`src/rtl/fdc_pkg.sv`:
```
`timescale 1ns / 1ps

package fdc_pkg;

  // frame layouts
  localparam logic [1:0] FMT_PLAIN  = 2'd0;
  localparam logic [1:0] FMT_SERIAL = 2'd1;
  localparam logic [1:0] FMT_RADIO  = 2'd2;

  // verdict codes
  localparam logic [2:0] ST_OK     = 3'd0;
  localparam logic [2:0] ST_SHORT  = 3'd1;
  localparam logic [2:0] ST_MAGIC  = 3'd2;
  localparam logic [2:0] ST_CRC    = 3'd3;
  localparam logic [2:0] ST_MSG_ID = 3'd4;
  localparam logic [2:0] ST_LENGTH = 3'd5;

  // register map
  localparam logic [2:0] REG_FORMAT       = 3'd0;
  localparam logic [2:0] REG_SERIAL_MAGIC = 3'd1;
  localparam logic [2:0] REG_RADIO_MAGIC  = 3'd2;
  localparam logic [2:0] REG_MSG_ID_LIMIT = 3'd3;
  localparam logic [2:0] REG_MAX_PAYLOAD  = 3'd4;

  localparam logic [8:0]  POS_MAX  = 9'd511;
  localparam logic [15:0] CRC_INIT = 16'hFFFF;

  localparam int OUT_DATA_W = 56;

  typedef struct packed {
    logic       kind;
    logic       last_of_run;
    logic [7:0] payload_length;
    logic [7:0] message_id;
    logic [7:0] destination_id;
    logic [7:0] source_id;
    logic [7:0] sequence_number;
    logic [2:0] status;
    logic [7:0] payload_byte;
  } fdc_result_t;

  // one byte of CRC-16/MCRF4XX (reflected 0x8408), nibble-shift form
  function automatic logic [15:0] crc_feed(input logic [15:0] crc, input logic [7:0] b);
    logic [15:0] c;
    logic [7:0]  l;
    logic [7:0]  t;
    c = crc ^ {8'h00, b};
    l = c[7:0] ^ {c[3:0], 4'h0};
    t = {l[4:0], l[7:5]};
    l = l ^ (t & 8'h07);
    t = (t & 8'hF8) ^ ({t[6:0], t[7]} & 8'h0F) ^ c[15:8];
    return {l, t};
  endfunction

endpackage

```
`src/rtl/fdc_result_fifo.sv`:
```
`timescale 1ns / 1ps

module fdc_result_fifo (
  input  logic               clk,
  input  logic               rst,
  input  logic [1:0]         wr_cnt,
  input  fdc_pkg::fdc_result_t wr_data0,
  input  fdc_pkg::fdc_result_t wr_data1,
  output logic               room_for_two,
  output logic               rd_valid,
  input  logic               rd_ready,
  output fdc_pkg::fdc_result_t rd_data
);
  import fdc_pkg::*;

  fdc_result_t mem [4];
  logic [1:0]  wptr;
  logic [1:0]  rptr;
  logic [2:0]  count;
  logic        pop;

  assign rd_valid     = (count != 3'd0);
  assign rd_data      = mem[rptr];
  assign pop          = rd_valid && rd_ready;
  assign room_for_two = (count <= 3'd2);

  always_ff @(posedge clk) begin
    if (wr_cnt != 2'd0) begin
      mem[wptr] <= wr_data0;
    end
    if (wr_cnt == 2'd2) begin
      mem[wptr + 2'd1] <= wr_data1;
    end
  end

  always_ff @(posedge clk) begin
    if (rst) begin
      wptr  <= '0;
      rptr  <= '0;
      count <= '0;
    end else begin
      wptr  <= wptr + wr_cnt;
      rptr  <= rptr + {1'b0, pop};
      count <= count + {1'b0, wr_cnt} - {2'b00, pop};
    end
  end

endmodule

```
`src/rtl/frame_deframer_crc16_checker_core.sv`:
```
`timescale 1ns / 1ps

// Byte-serial frame deframer with CRC-16/MCRF4XX check.
// Input stream s_*: one frame byte per beat, s_tlast on the final byte of the frame.
// Output stream m_*: m_tuser = 0 for a provisional payload byte, 1 for the frame verdict.
//   The verdict carries status and the captured header fields; m_tlast marks the final
//   beat caused by one input byte.
// Configuration: cfg_we/cfg_index/cfg_data write one register per cycle, no read-back;
//   change registers only between frames with the output drained.
// Result path: a result beat is registered in the result queue when its input beat is accepted, then read onto m_*.
// Throughput: one input byte per cycle while s_tready is high. A final byte that is also
//   payload yields two beats, both written together into a four-entry result queue;
//   s_tready stays high while the queue has room for two beats.
// CRC runs two bytes behind the input so that at the final byte it covers everything but
//   the little-endian trailer, one table-free byte update per cycle while bytes are accepted.
// Reset (rst, synchronous): frame state clears, registers return to radio format, zero
//   magics, id limit 255, max payload 255; the result queue empties.
// Stall: while m_tready is low beats wait in the queue; once it is nearly full s_tready
//   drops, so nothing is lost or duplicated.
module frame_deframer_crc16_checker_core (
  input  logic        clk,
  input  logic        rst,
  input  logic        s_tvalid,
  output logic        s_tready,
  input  logic [7:0]  s_tdata,   // [7:0] byte_value
  input  logic        s_tlast,   // end_of_frame
  output logic        m_tvalid,
  input  logic        m_tready,
  output logic [fdc_pkg::OUT_DATA_W-1:0] m_tdata,  // [7:0] payload_byte, [10:8] status,
                                                   // [18:11] sequence_number,
                                                   // [26:19] source_id,
                                                   // [34:27] destination_id,
                                                   // [42:35] message_id,
                                                   // [50:43] payload_length, rest zero
  output logic        m_tlast,   // last_of_run
  output logic        m_tuser,   // kind
  input  logic        cfg_we,
  input  logic [2:0]  cfg_index,
  input  logic [7:0]  cfg_data
);
  import fdc_pkg::*;

  // configuration
  logic [1:0] frame_format;
  logic [7:0] serial_magic;
  logic [7:0] radio_magic;
  logic [7:0] message_id_limit;
  logic [7:0] max_payload;

  // frame state
  logic [8:0]  byte_position;
  logic [15:0] running_crc;
  logic [7:0]  trail0;
  logic [7:0]  trail1;
  logic [7:0]  held_sequence;
  logic [7:0]  held_source;
  logic [7:0]  held_destination;
  logic [7:0]  held_message_id;
  logic [7:0]  held_length;
  logic        magic_mismatch;

  logic [8:0]  byte_position_next;
  logic [15:0] running_crc_next;
  logic [7:0]  held_sequence_next;
  logic [7:0]  held_source_next;
  logic [7:0]  held_destination_next;
  logic [7:0]  held_message_id_next;
  logic [7:0]  held_length_next;
  logic        magic_mismatch_next;

  logic        accept;
  logic        room_for_two;
  logic [1:0]  fmt;
  logic [8:0]  hdr_len;
  logic [8:0]  min_len;
  logic [8:0]  body_pos;
  logic        is_payload;
  logic [2:0]  status;
  logic [1:0]  wr_cnt;
  fdc_result_t pay_res;
  fdc_result_t ver_res;
  fdc_result_t wr_data0;
  fdc_result_t rd_data;

  assign s_tready = room_for_two;
  assign accept   = s_tvalid && s_tready;
  assign fmt      = (frame_format == 2'd3) ? FMT_RADIO : frame_format;

  always_ff @(posedge clk) begin
    if (rst) begin
      frame_format     <= FMT_RADIO;
      serial_magic     <= '0;
      radio_magic      <= '0;
      message_id_limit <= 8'hFF;
      max_payload      <= 8'hFF;
    end else if (cfg_we) begin
      unique case (cfg_index)
        REG_FORMAT:       frame_format     <= cfg_data[1:0];
        REG_SERIAL_MAGIC: serial_magic     <= cfg_data;
        REG_RADIO_MAGIC:  radio_magic      <= cfg_data;
        REG_MSG_ID_LIMIT: message_id_limit <= cfg_data;
        REG_MAX_PAYLOAD:  max_payload      <= cfg_data;
        default: ;
      endcase
    end
  end

  always_comb begin
    case (fmt)
      FMT_PLAIN:  begin hdr_len = 9'd2; min_len = 9'd2; end
      FMT_SERIAL: begin hdr_len = 9'd3; min_len = 9'd5; end
      default:    begin hdr_len = 9'd6; min_len = 9'd8; end
    endcase
  end

  // header capture and state update for the byte on s_tdata
  always_comb begin
    held_sequence_next    = held_sequence;
    held_source_next      = held_source;
    held_destination_next = held_destination;
    held_message_id_next  = held_message_id;
    held_length_next      = held_length;
    magic_mismatch_next   = magic_mismatch;

    if (byte_position == 9'd0) begin
      magic_mismatch_next = ((fmt == FMT_SERIAL) && (s_tdata != serial_magic)) ||
                            ((fmt == FMT_RADIO) && (s_tdata != radio_magic));
    end

    case (fmt)
      FMT_PLAIN: begin
        if (byte_position == 9'd0) held_message_id_next = s_tdata;
        else if (byte_position == 9'd1) held_length_next = s_tdata;
      end
      FMT_SERIAL: begin
        if (byte_position == 9'd1) held_message_id_next = s_tdata;
        else if (byte_position == 9'd2) held_length_next = s_tdata;
      end
      default: begin
        if (byte_position == 9'd1) held_sequence_next = s_tdata;
        else if (byte_position == 9'd2) held_source_next = s_tdata;
        else if (byte_position == 9'd3) held_destination_next = s_tdata;
        else if (byte_position == 9'd4) held_message_id_next = s_tdata;
        else if (byte_position == 9'd5) held_length_next = s_tdata;
      end
    endcase

    running_crc_next   = (byte_position >= 9'd2) ? crc_feed(running_crc, trail0) : running_crc;
    byte_position_next = (byte_position == POS_MAX) ? POS_MAX : byte_position + 9'd1;
  end

  assign body_pos   = byte_position - hdr_len;
  assign is_payload = (byte_position >= hdr_len) && (body_pos < {1'b0, held_length_next});

  // checks in priority order; byte_position_next is the frame byte count
  always_comb begin
    if (byte_position_next < min_len) begin
      status = ST_SHORT;
    end else if ((fmt != FMT_PLAIN) && magic_mismatch_next) begin
      status = ST_MAGIC;
    end else if ((fmt != FMT_PLAIN) && (running_crc_next != {s_tdata, trail1})) begin
      status = ST_CRC;
    end else if (held_message_id_next >= message_id_limit) begin
      status = ST_MSG_ID;
    end else if (({1'b0, held_length_next} != byte_position_next - min_len) ||
                 (held_length_next > max_payload)) begin
      status = ST_LENGTH;
    end else begin
      status = ST_OK;
    end
  end

  always_comb begin
    pay_res              = '0;
    pay_res.payload_byte = s_tdata;
    pay_res.last_of_run  = !s_tlast;

    ver_res                 = '0;
    ver_res.kind            = 1'b1;
    ver_res.last_of_run     = 1'b1;
    ver_res.status          = status;
    ver_res.sequence_number = held_sequence_next;
    ver_res.source_id       = held_source_next;
    ver_res.destination_id  = held_destination_next;
    ver_res.message_id      = held_message_id_next;
    ver_res.payload_length  = held_length_next;

    wr_data0 = is_payload ? pay_res : ver_res;
    if (!accept) begin
      wr_cnt = 2'd0;
    end else begin
      wr_cnt = {1'b0, is_payload} + {1'b0, s_tlast};
    end
  end

  always_ff @(posedge clk) begin
    if (rst || (accept && s_tlast)) begin
      byte_position    <= '0;
      running_crc      <= CRC_INIT;
      trail0           <= '0;
      trail1           <= '0;
      held_sequence    <= '0;
      held_source      <= '0;
      held_destination <= '0;
      held_message_id  <= '0;
      held_length      <= '0;
      magic_mismatch   <= 1'b0;
    end else if (accept) begin
      byte_position    <= byte_position_next;
      running_crc      <= running_crc_next;
      trail0           <= trail1;
      trail1           <= s_tdata;
      held_sequence    <= held_sequence_next;
      held_source      <= held_source_next;
      held_destination <= held_destination_next;
      held_message_id  <= held_message_id_next;
      held_length      <= held_length_next;
      magic_mismatch   <= magic_mismatch_next;
    end
  end

  fdc_result_fifo u_results (
    .clk          (clk),
    .rst          (rst),
    .wr_cnt       (wr_cnt),
    .wr_data0     (wr_data0),
    .wr_data1     (ver_res),
    .room_for_two (room_for_two),
    .rd_valid     (m_tvalid),
    .rd_ready     (m_tready),
    .rd_data      (rd_data)
  );

  assign m_tdata = {5'b00000, rd_data.payload_length, rd_data.message_id,
                    rd_data.destination_id, rd_data.source_id, rd_data.sequence_number,
                    rd_data.status, rd_data.payload_byte};
  assign m_tlast = rd_data.last_of_run;
  assign m_tuser = rd_data.kind;

endmodule

```
`config.mk`:
```
export PLATFORM = sky130hd
export DESIGN_NAME = frame_deframer_crc16_checker_core
export DESIGN_NICKNAME = d
export VERILOG_FILES = /design/src/rtl/fdc_pkg.sv /design/src/rtl/fdc_result_fifo.sv /design/src/rtl/frame_deframer_crc16_checker_core.sv
export SDC_FILE = /design/constraint.sdc
export NUM_CORES = 1
export LEC_CHECK = 0
export BUFFER_PORTS_ARGS = -buffer_cell sky130_fd_sc_hd__buf_4
export CAP_MARGIN = 30
export CELL_PAD_IN_SITES_DETAIL_PLACEMENT = 0
export CELL_PAD_IN_SITES_GLOBAL_PLACEMENT = 2
export CORE_ASPECT_RATIO = 1.25
export CORE_MARGIN = 3
export CORE_UTILIZATION = 35
export DETAILED_ROUTE_END_ITERATION = 8
export HOLD_SLACK_MARGIN = 0.06
export PLACE_DENSITY_LB_ADDON = 0.1
export SYNTH_ARGS = -nofsm -noshare
export SYNTH_HDL_FRONTEND = slang
export SYNTH_SLANG_ARGS = --single-unit
```
`constraint.sdc`:
```
create_clock -name clk -period 13.3 [get_ports clk]
set_clock_uncertainty 0.05 [all_clocks]
set_input_delay 0 -clock clk [delete_from_list [all_inputs] [get_ports clk]]
set_output_delay 0 -clock clk [all_outputs]
set_load 0.01 [all_outputs]
```
=== Word level (Yosys, flattened, before mapping) ===
Memories as Yosys holds them, arrays and structs flattened. A register that Yosys moved wholly into a read port is not among the register bits.
Index checks and enable logic that the tools add are counted.

* Memories: 1
* Output and inout bits: 60
* Latch bits: 0
* Register bits after elaboration: 123
* Bits of input ports: 25
* ROM bits: 0
* Logic and storage cells: 126
* Memory bits (writable): 212

{| class="wikitable"
|+ Memory list
! memory !! words !! bits a word !! read ports !! clocked after Yosys merged registers in !! write ports !! RTL line !! source
|-
| u_results.mem || 4 || 53 || 1 || 1 || 2 || fdc_result_fifo.sv:16 || <nowiki>fdc_result_t mem [4];</nowiki>
|}

* Order comparisons: 7
* Divide/modulo/power cells: 0
* $add $sub $neg: 9
* Shifts and indexed selects: 0
* Equality and inequality tests: 18
* Reductions and logical operators: 24
* Muxes and demuxes: 44
* $mul: 0
* Bitwise gates (word level): 5

{| class="wikitable"
|+ Operators with widths
! kind !! count
|-
| 8-bit 2-to-1 mux || 24
|-
| 53-bit 2-to-1 mux || 1
|-
| 8-bit one-hot mux with 2 select lines || 2
|-
| 9-bit by 2-bit == test with 1-bit output (second input constant) || 2
|-
| 9-bit by 3-bit == test with 1-bit output (second input constant) || 2
|-
| 9-bit subtractor || 2
|-
| 16-bit 2-to-1 mux || 1
|-
| 16-bit inequality test || 1
|-
| 8-bit inequality test || 2
|-
| 16-bit by 8-bit bitwise XOR with 16-bit output || 1
|-
| 8-bit bitwise XOR || 2
|-
| 3-bit 2-to-1 mux || 5
|-
| 2-bit AND reduction || 5
|-
| 9-bit by 1-bit adder with 9-bit output (second input constant) || 1
|-
| 9-bit by 1-bit == test with 1-bit output (second input constant) || 1
|-
| 9-bit == test (second input constant) || 1
|-
| 9-bit by 2-bit greater-or-equal comparator with 1-bit output (second input constant) || 1
|-
| 9-bit greater-or-equal comparator || 1
|-
| 9-bit logical NOT || 1
|-
| 9-bit by 8-bit < comparator with 1-bit output || 1
|-
| 9-bit < comparator || 1
|-
| 9-bit 2-to-1 mux || 1
|-
| 8-bit by 9-bit inequality test with 1-bit output || 1
|-
| 8-bit greater-or-equal comparator || 1
|-
| 27 further kinds || 46
|}

=== Longest topological paths before layout ===
Gate-level depths: netlist of run 1.

* Depth after elaboration: 15
* Depth in mapped cells: 25
* Depth with buffers taken out: 23

=== Hierarchy ===
A second synthesis of run 1 with hierarchy kept.

* Cells, all modules: 1,525
* Area total of the unflattened synthesis: 18,303.8 um^2

{| class="wikitable"
|+ By module, submodules not included
! module !! cells an instance !! sequential area each (um^2) !! area each (um^2) !! times used
|-
| fdc_result_fifo || 563 || 6,506.2 || 10,725.3 || 1
|-
| frame_deframer_crc16_checker_core || 962 || 2,322.2 || 7,578.5 || 1
|}

=== Worst setup path after synthesis of run 1 ===
Ideal clock, no wire load.

* Kind: reg-to-reg
* From: register frame_format[1]
* To: memory u_results.mem[2][10] in the netlist's numbering (enable)
* Path buffers: 2
* Arrival time: 4,925 ps
* Cell stages (with the launch flop): 22
* Clock period less this slack: 5,373 ps
* Path slack: 7,927 ps
* Library setup time: 398 ps
* Data required time: 12,852 ps
* Path through: dfxtp_1 clkbuf_1 nor2b_1 clkbuf_1 ha_1 inv_1 ha_1 a211oi_1 nand2_1 xnor2_1 ha_1 a21oi_1 nand2_1 a21oi_1 nand3_1 or2_1 inv_1 ha_1 nand2b_1 nor3b_1 o21ai_1 inv_1

{| class="wikitable"
|+ RTL lines
! what !! RTL line !! source
|-
| start: declaration || frame_deframer_crc16_checker_core.sv:44 || <nowiki>logic [1:0] frame_format;</nowiki>
|-
| start signal: assignment || frame_deframer_crc16_checker_core.sv:98 || <nowiki>REG_FORMAT: frame_format <= cfg_data[1:0];</nowiki>
|-
| end: declaration || fdc_result_fifo.sv:16 ||
|}

==> impl_metrics.csv, run 1 <==
group,metric,value,unit
outcome,status,"complete, no violations",
placement,pre_cts_slack,6.70,ns
timing,relSlewSlack,31.9,%
yosys,ys_async_sr_fraction,0,%
placement,placed_cells,2099,
yosys,ys_seq_area_share,51.8,%
clock_tree,cts_tree,"built",
placement,io_buffers,79,
clock_tree,clk_pin_slew,0.06,ns
worst_hold_path,min_path_type,"input pin to register",
critical_path,r2r_cells,19,
yosys,avgSynthCellArea,10.7,sq um
cells_and_area,register_area,8430,sq um
global_routing,grt_pass1_vias,11700,
job,cap_violations,0,
floorplan,die-height,247,um
cells_and_area,drive_above_1_share,14.2,%
routing,drt_iter0_drc,677,
critical_path,crit_start,"byte_position[1]",
global_routing,grt_pass1_wl,72900,um
floorplan,die_w,199,um
cells_and_area,num_antenna_cells,0,
placement,gp_congestion,0.813,
clock_tree,cts_resized,0,
critical_path,regToRegEndpoint,"u_results.mem[0][14]",
power_and_ir_drop,p_per_area,162,nW/um^2
timing,fin_tns_setup,0,ns
yosys,yosys_warnings,0,
yosys,synth_area_leaders,"edfxtp_1 32%, dfxtp_1 20%, mux4_2 7.3%, nor2_1 5.6%, nand2_1 4.4%",
critical_path,worst_path_max_delay_cell,"o21ai_1",
clock_tree,hold_buffers,40,
global_routing,grtUsageTotal,19.6,%
timing,slew_violations,0,
timing,hold_viol_final,0,
power_and_ir_drop,power_leakage,7.02,nW
timing,worst_slew_pin_slew,1.02,ns
critical_path,max_stage_delay,0.65,ns
yosys,yosysTopAreaCellShare,31.7,%
routing,viasPerCell,5.21,
power_and_ir_drop,pwr-share-seq,39.5,%
routing,first_pass_iters,5,
power_and_ir_drop,ir_drop,0.0856,mV
yosys,synthCells,1528,
power_and_ir_drop,p_sw,0.929,mW
routing,wirelength,47600,um
critical_path,r2r_start,"byte_position[1]",
global_routing,overflow,0,
critical_path,worstPathArrival,6.68,ns
yosys,ys_types,70,
cells_and_area,finalNetCount,1667,
critical_path,critPathKind,"register to register",
yosys,yosys.area.top_type,"edfxtp_1",
critical_path,path_depth,19,
timing,setup_slack,6.81,ns
clock_tree,ctsLongestPathBuffers,3,
routing,via_count,11500,
floorplan,start_util,35.8,%
floorplan,coreArea,45500,sq um
critical_path,path_cells,"inv_1 > ha_1 > and3b_1 > o21ai_0 > a21oi_4 > mux2i_1 > ha_1 > a21oi_1 > nand2_1 > a21oi_1 > nand3_1 > or2_1 > inv_1 > ha_1 > nor2_1 > nor3_1 > o21ai_1 > clkinv_1 > buf_4",
critical_path,crit_fanout,32,
critical_path,rrSetupSlack,6.81,ns
cells_and_area,fillCellCount,4344,
clock_tree,ctsHtreeMaxLevel,2,
timing,period_needed,6.49,ns
critical_path,worst_ep_required_time,13.48,ns
clock_tree,clk_latency,0.54,ns
power_and_ir_drop,power,3.08,mW
floorplan,ios,85,
routing,ant_nets,0,
global_routing,grt_start_max_net_pins,66,
yosys,synthMostInstantiatedCell,"nor2_1",
clock_tree,cts_setup_buffers,0,
critical_path,cp_common_cell,"ha_1",
floorplan,rows,87,
critical_path,crit_buf_inv,4,
timing,finalSetupViolations,0,
critical_path,endpoint_kind,"register",
power_and_ir_drop,p_sw_share,30.1,%
yosys,ys_top_cells_by_count,"244 x nor2_1, 191 x nand2_1, 172 x edfxtp_1",
global_routing,antenna_found_initial,0,
critical_path,critPathLaunchType,"register",
power_and_ir_drop,power_frac_clock,36.1,%
power_and_ir_drop,p_int,2.16,mW
power_and_ir_drop,p_comb_share,24.4,%
routing,drc,0,
clock_tree,cts_buffers,38,
cells_and_area,final_cells,2209,
timing,fin_crit_sh,48.8,%
routing,wl_per_cell,21.5,um
cells_and_area,synthToLayoutAreaGrowth,16.8,%
critical_path,crit_path_end,"u_results.mem[0][14]",
placement,dpl.hpwl,29600,um
floorplan,die_area,49100,sq um
clock_tree,cts.sinks,335,
yosys,ys_ff_latch,335,
yosys,synth_edf_count,172,
timing,rsz0062_at_grt,"false",
critical_path,critical-path-top-delay-family,"compound AO/OA/AOI/OAI gates",
timing,fmax,154,MHz
cells_and_area,multi_input_area,7220,sq um
yosys,ys.flop_type,"edfxtp_1",
yosys,synth_area,16300,sq um
cells_and_area,final_util,41.8,%
clock_tree,clockRootBuffer,"clkbuf_16",
per-stage QoR:
step           area, sq um  hold WS (ns)
2_1_floorplan        16300        0.0678
3_3_place_gp         17300         0.218
3_5_place_dp         17300         0.224
4_1_cts              19000         0.216
5_1_grt              19000         0.260
6_report             19000         0.240
flip-flops by register name, indices dropped and copies added, names as in the netlist:
name              flops
trail1                8
u_results.count       3
serial_magic          8
running_crc          16
message_id_limit      8
trail0                8
held_message_id       8
held_length           8
frame_format          2
radio_magic           8
u_results.mem       212
held_source           8
u_results.wptr        2
max_payload           8
u_results.rptr        2
byte_position         9
held_destination      8
held_sequence         8
magic_mismatch        1
power by group through the flow:
stage / clock (mW) / combinational, mW / sequential [mW]
floorplan: 0 / 0.523 / 1.20
global placement: 0 / 0.760 / 1.24
detailed placement: 0 / 0.762 / 1.24
CTS: 1.14 / 0.772 / 1.22
global route: 1.18 / 0.833 / 1.23
finish: 1.11 / 0.753 / 1.22
area by class of cell:
cell class | count | area share (%)
Clock inverter | 21 | 1.36
Clock buffer | 49 | 5.66
Timing Repair Buffer | 134 | 5.86
Inverter | 52 | 1.03
Multi-Input combinational cell | 1040 | 38.0
Sequential cell | 335 | 44.3
Tap cell | 578 | 3.80
tightest hold or removal path, stage by stage:
cell	delay [ns]
dlygate4sd3_1	0.53
buf_4	0.14
nand2_1	0.05
nand3b_1	0.07
worst min path at each step:
stage | from | to | slack [ns] | depth (start not counted)
global placement | cfg_data[6] | max_payload[6] | 0.22 | 3
detailed placement | cfg_data[2] | message_id_limit[2] | 0.22 | 3
global route | cfg_data[7] | max_payload[7] | 0.26 | 4
CTS | cfg_data[5] | max_payload[5] | 0.22 | 4
finish | cfg_data[5] | max_payload[5] | 0.24 | 4
floorplan | cfg_data[1] | frame_format[1] | 0.07 | 1
placed cells by master, fill, tap and decap left out, drive strengths merged, types with 6 or more instances in the layout:
master and instances:
a211oi 33, a21oi 82, xor2 14, dfxtp 163
nand4 10, nor4 7, xnor2 62, buf 94
nand3b 18, nor3 12, o21ai 32, a22o 32
nor2b 10, nand3 27, dlygate4sd3 40, mux4 53
a21o 16, mux2 6, clkbuf 49, and2 9
o211ai 14, nor2 244, edfxtp 172, inv 50
nand2 191, ha 39, and3 9, clkinv 17
mux2i 48
routing by layer:
layer	track usage, %	wire [um]	up-vias
li1	-	-	5572
met1	24.9	20700	5708
met2	34.8	24100	173
met3	2.48	1490	62
met4	5.60	1280	0
met5	0	0	-
logic make-up after synthesis:
family                   Yosys count  share of synthesized area [%]
AND/OR/NAND/NOR                  568                           15.5
flip-flops                       335                           51.8
AO/OA/AOI/OAI                    237                           9.75
buffers and inverters            157                           4.09
multiplexers                     107                           10.7
XOR/XNOR                          82                           4.93
adder cells (fa/ha/maj)           41                           3.24
other                              1                         0.0230
(Power assumes the default switching activity.)
==> run 2: changes to the inputs <==
clock period = 5.3 ns   (was 13.3 ns; I/O delays follow)
==> impl_metrics.csv, run 2 (same netlist as run 1, synthesis figures left out) <==
group,metric,value,unit
floorplan,ios,85,
clock_tree,ctsLongestPathBuffers,3,
global_routing,grt_start_max_net_pins,66,
timing,setup_slack,0.405,ns
timing,period_needed,4.90,ns
timing,fin_tns_setup,0,ns
global_routing,antenna_found_initial,0,
routing,drt_iter0_drc,569,
job,cap_violations,0,
routing,viasPerCell,5.16,
cells_and_area,regMostFlops,"u_results.mem",
power_and_ir_drop,ir_drop,0.173,mV
global_routing,grt_pass1_vias,11700,
cells_and_area,most-common-layout-cells,"244 x nor2_1, 191 x nand2_1, 172 x edfxtp_1",
placement,placed_area,17600,sq um
power_and_ir_drop,p_per_area,392,nW/um^2
clock_tree,clockRootBuffer,"clkbuf_16",
clock_tree,ctsHtreeMaxLevel,2,
clock_tree,cts_buffers,37,
routing,wl_per_cell,21.3,um
placement,dpl.hpwl,29600,um
timing,relSlewSlack,35.0,%
cells_and_area,fillCellCount,4407,
placement,pre_cts_slack,0.130,ns
cells_and_area,drive_above_1_share,16.1,%
floorplan,die_w,199,um
cells_and_area,synthToLayoutAreaGrowth,18.4,%
clock_tree,clk_latency,0.53,ns
timing,worst_slew_pin_slew,0.972,ns
critical_path,critPathLaunchType,"register",
placement,gp_congestion,0.805,
floorplan,die_area,49100,sq um
timing,fmax,204,MHz
worst_hold_path,min_path_type,"input pin to register",
floorplan,start_util,35.8,%
global_routing,grt_pass1_wl,72500,um
timing,hold_viol_final,0,
power_and_ir_drop,power_leakage,7.16,nW
cells_and_area,layout_commonest_cell,"nor2_1",
cells_and_area,top_regs,"u_results.mem x212, running_crc x16, byte_position x9",
critical_path,worst_ep_required_time,5.65,ns
floorplan,die-height,247,um
floorplan,rows,87,
global_routing,overflow,0,
critical_path,worstPathArrival,5.24,ns
floorplan,coreArea,45500,sq um
critical_path,crit_fanout,7,
routing,first_pass_iters,5,
cells_and_area,finalNetCount,1699,
timing,fin_crit_sh,92.4,%
critical_path,critPathKind,"register to register",
global_routing,grtUsageTotal,19.4,%
cells_and_area,finish.instance_area,19300,sq um
routing,via_count,11600,
critical_path,endpoint_kind,"register",
placement,io_buffers,79,
routing,drc,0,
clock_tree,clk_pin_slew,0.06,ns
timing,slew_violations,0,
cells_and_area,largest_reg_flops,212,
timing,rsz0062_at_grt,"false",
power_and_ir_drop,power,7.56,mW
clock_tree,cts_tree,"built",
routing,ant_nets,0,
routing,wirelength,47700,um
clock_tree,cts.sinks,335,
cells_and_area,num_antenna_cells,0,
timing,finalSetupViolations,0,
outcome,status,"complete, no violations",
==> run 2: power breakdown <==
group	total, mW	switching [mW]	internal, mW
Combinational	1.92	1.05	0.867
Sequential	3.07	0.178	2.89
Clock	2.57	1.07	1.50
Total	7.56	2.30	5.26
==> run 2: final cells by class <==
type                    instances  area [sq um]  area share, %
flip-flops and latches        335          8430           43.8
multi-input cells            1040          7240           37.6
repair buffers                167          1480           7.68
clock buffers                  54          1070           5.55
well taps                     578           723           3.75
inverters                      52           199           1.03
clock inverters                12           125          0.649
==> run 2: final timing paths <==
kind / startpoint / end / slack, ns / depth (start not counted)
max: byte_position[0] / u_results.count[2] / 0.40 / 21
min: cfg_data[3] / message_id_limit[3] / 0.25 / 4
max reg2reg: byte_position[0] / u_results.count[2] / 0.40 / 21
min reg2reg: u_results.mem[2][52] / u_results.mem[2][52] / 0.39 / 2
==> run 2: critical path: stages (launching register included) <==
cell and delay, ns:
dfxtp_1 0.43, inv_1 0.14, ha_1 0.26, and3b_1 0.17
o21ai_0 0.33, a21oi_4 0.12, buf_4 0.18, mux2i_1 0.14
ha_1 0.33, o2111ai_1 0.12, a21oi_1 0.29, or2_1 0.31
inv_1 0.13, ha_1 0.39, and3_1 0.24, inv_1 0.06
ha_1 0.27, inv_1 0.04, ha_1 0.20, fa_1 0.38
xnor2_1 0.16, nor2_1 0.05
==> run 2: metal layers <==
metal	vias up	wire length, um	share of wire, %	GRT usage, %
met2	193	24200	51	34.8
li1	5617	-	-	-
met1	5686	20900	44	24.9
met4	0	1000	2.1	4.47
met5	-	0	0	0
met3	61	1570	3.3	2.29
==> run 2: through the flow <==
step                cells  hold slack, ns  util, %
finish               2238           0.254     42.3
global route         2238           0.251     42.3
CTS                  2234           0.239     42.2
detailed placement   2128           0.224     38.7
global placement     2127           0.222     38.7
floorplan            1532          0.0678        -
==> run 2: repair_timing <==
action,in CTS,in global routing
endpoints found under the setup margin,0,88
setup buffers,0,3
resized for setup,0,3
hold buffers,40,0
endpoints found under the hold margin,118,0
==> run 3: changes to the inputs <==
CORE_UTILIZATION = 37   (was 35)
TNS_END_PERCENT = 50   (was unset)
==> impl_metrics.csv, run 3 (same netlist as run 1, synthesis figures left out) <==
group,metric,value,unit
timing,period_needed,4.86,ns
clock_tree,clk_latency,0.53,ns
critical_path,path_cells,"inv_1 > ha_1 > nor3b_1 > o21ai_0 > a21oi_4 > mux2i_1 > ha_1 > a21oi_1 > nand2_1 > a21oi_1 > nand3_1 > or2_1 > inv_1 > ha_1 > nand2b_1 > nand2_1 > nand3_1 > buf_4 > inv_2 > buf_12",
floorplan,rows,85,
clock_tree,cts_tree,"built",
timing,setup_slack,0.438,ns
floorplan,die_area,46600,sq um
floorplan,die_w,194,um
job,cap_violations,0,
clock_tree,cts.sinks,335,
critical_path,worst_ep_required_time,5.45,ns
global_routing,grtUsageTotal,20.1,%
timing,hold_viol_final,0,
timing,fin_crit_sh,91.7,%
timing,fin_hold_ws,0.272,ns
clock_tree,clockRootBuffer,"clkbuf_16",
critical_path,crit_fanout,38,
cells_and_area,drive_above_1_share,15.6,%
outcome,status,"complete, no violations",
cells_and_area,largest_reg_flops,212,
routing,via_count,11500,
timing,worst_slew_pin_slew,0.940,ns
cells_and_area,finalNetCount,1695,
floorplan,coreArea,43300,sq um
placement,placed_area,17600,sq um
routing,viasPerCell,5.17,
cells_and_area,final_util,44.1,%
routing,wl_per_cell,20.9,um
routing,first_pass_iters,5,
clock_tree,cts_buffers,37,
floorplan,die-height,241,um
global_routing,grt_pass1_wl,72500,um
critical_path,worst_path_max_delay_cell,"dfxtp_1",
power_and_ir_drop,p_per_area,388,nW/um^2
cells_and_area,num_antenna_cells,0,
global_routing,grt_pass1_vias,11900,
critical_path,critPathLaunchType,"register",
routing,wirelength,46400,um
cells_and_area,most-common-layout-cells,"244 x nor2_1, 191 x nand2_1, 172 x edfxtp_1",
cells_and_area,finish.instance_area,19100,sq um
timing,relSlewSlack,37.2,%
global_routing,antenna_found_initial,0,
timing,slew_violations,0,
timing,fmax,206,MHz
floorplan,start_util,37.6,%
routing,drc,0,
critical_path,worstPathArrival,5.01,ns
placement,gp_congestion,0.833,
cells_and_area,layout_commonest_cell,"nor2_1",
power_and_ir_drop,power_leakage,7.08,nW
cells_and_area,regMostFlops,"u_results.mem",
placement,dpl.hpwl,29200,um
clock_tree,ctsLongestPathBuffers,3,
placement,pre_cts_slack,0.272,ns
power_and_ir_drop,ir_drop,0.240,mV
routing,drt_iter0_drc,659,
clock_tree,ctsHtreeMaxLevel,2,
cells_and_area,synthToLayoutAreaGrowth,17.3,%
critical_path,max_stage_delay,0.44,ns
clock_tree,clk_pin_slew,0.06,ns
worst_hold_path,min_path_type,"input pin to register",
timing,finalSetupViolations,0,
critical_path,cp_common_cell,"ha_1",
cells_and_area,top_regs,"u_results.mem x212, running_crc x16, byte_position x9",
global_routing,grt_start_max_net_pins,66,
timing,fin_tns_setup,0,ns
routing,ant_nets,0,
critical_path,endpoint_kind,"register",
critical_path,critPathKind,"register to register",
placement,io_buffers,79,
global_routing,overflow,0,
floorplan,ios,85,
run 3: cell types whose count changed in the layout (fill, tap and decap cells not counted), sizes merged:
cell	change
inv	-1
clkinv	+10
clkbuf	-9
bufinv	-1
buf	-2
dlygate4sd3	-1
clkinvlp	-1
run 3: report_power, final:
part / leakage, nW / switching, mW / internal (mW) / total [mW]
clock: 0.546 / 1.04 / 1.36 / 2.41
combinational: 3.71 / 1.05 / 0.867 / 1.92
sequential: 2.83 / 0.183 / 2.89 / 3.07
run 3: area by class of cell:
class	instances	area, sq um
Timing Repair Buffer	163	1420
Multi-Input combinational cell	1040	7230
Tap cell	565	707
Clock buffer	46	981
Sequential cell	335	8430
Fill cell	4117	24200
Clock inverter	19	123
Inverter	52	199
run 3: worst paths after layout:
| kind | start | end | depth (start not counted) | slack, ns |
|---|---|---|---|---|
| max | byte_position[0] | u_results.mem[3][48] | 20 | 0.44 |
| min | cfg_data[2] | message_id_limit[2] | 4 | 0.27 |
| max reg2reg | byte_position[0] | u_results.mem[3][48] | 20 | 0.44 |
| min reg2reg | u_results.mem[1][52] | u_results.mem[1][52] | 2 | 0.39 |
run 3: layer usage:
layer	GRT usage, %	up-vias	share of wire, %
met3	2.55	66	3.0
li1	-	5625	-
met5	0	-	0
met2	36.4	179	51
met1	25.3	5615	44
met4	5.63	0	2.5
run 3: what timing repair did:
item                       in CTS  in global routing
setup endpoints to repair       0                123
hold endpoints to repair      116                  0
hold buffers                   39                  0
resized for setup               0                  2
buffers inserted                0                  2
run 3: worst max-delay path, delay by kind of cell, from the launching register on:
kind                       cells  cell delay, ns
and+or+nand+nor                7            1.20
buffers and inverters          5            0.94
adders and majority gates      3            0.86
AOI/OAI and AO/OA              4            0.71
DFF                            1            0.44
muxes                          1            0.26
run 3: per-stage QoR:
| step | cells | power [mW] |
|---|---|---|
| final | 2220 | 7.40 |
| after global routing | 2220 | 7.81 |
| after CTS | 2218 | 7.53 |
| after detailed placement | 2114 | 5.07 |
| after global placement | 2113 | 5.06 |
| after floorplan | 1532 | 4.33 |
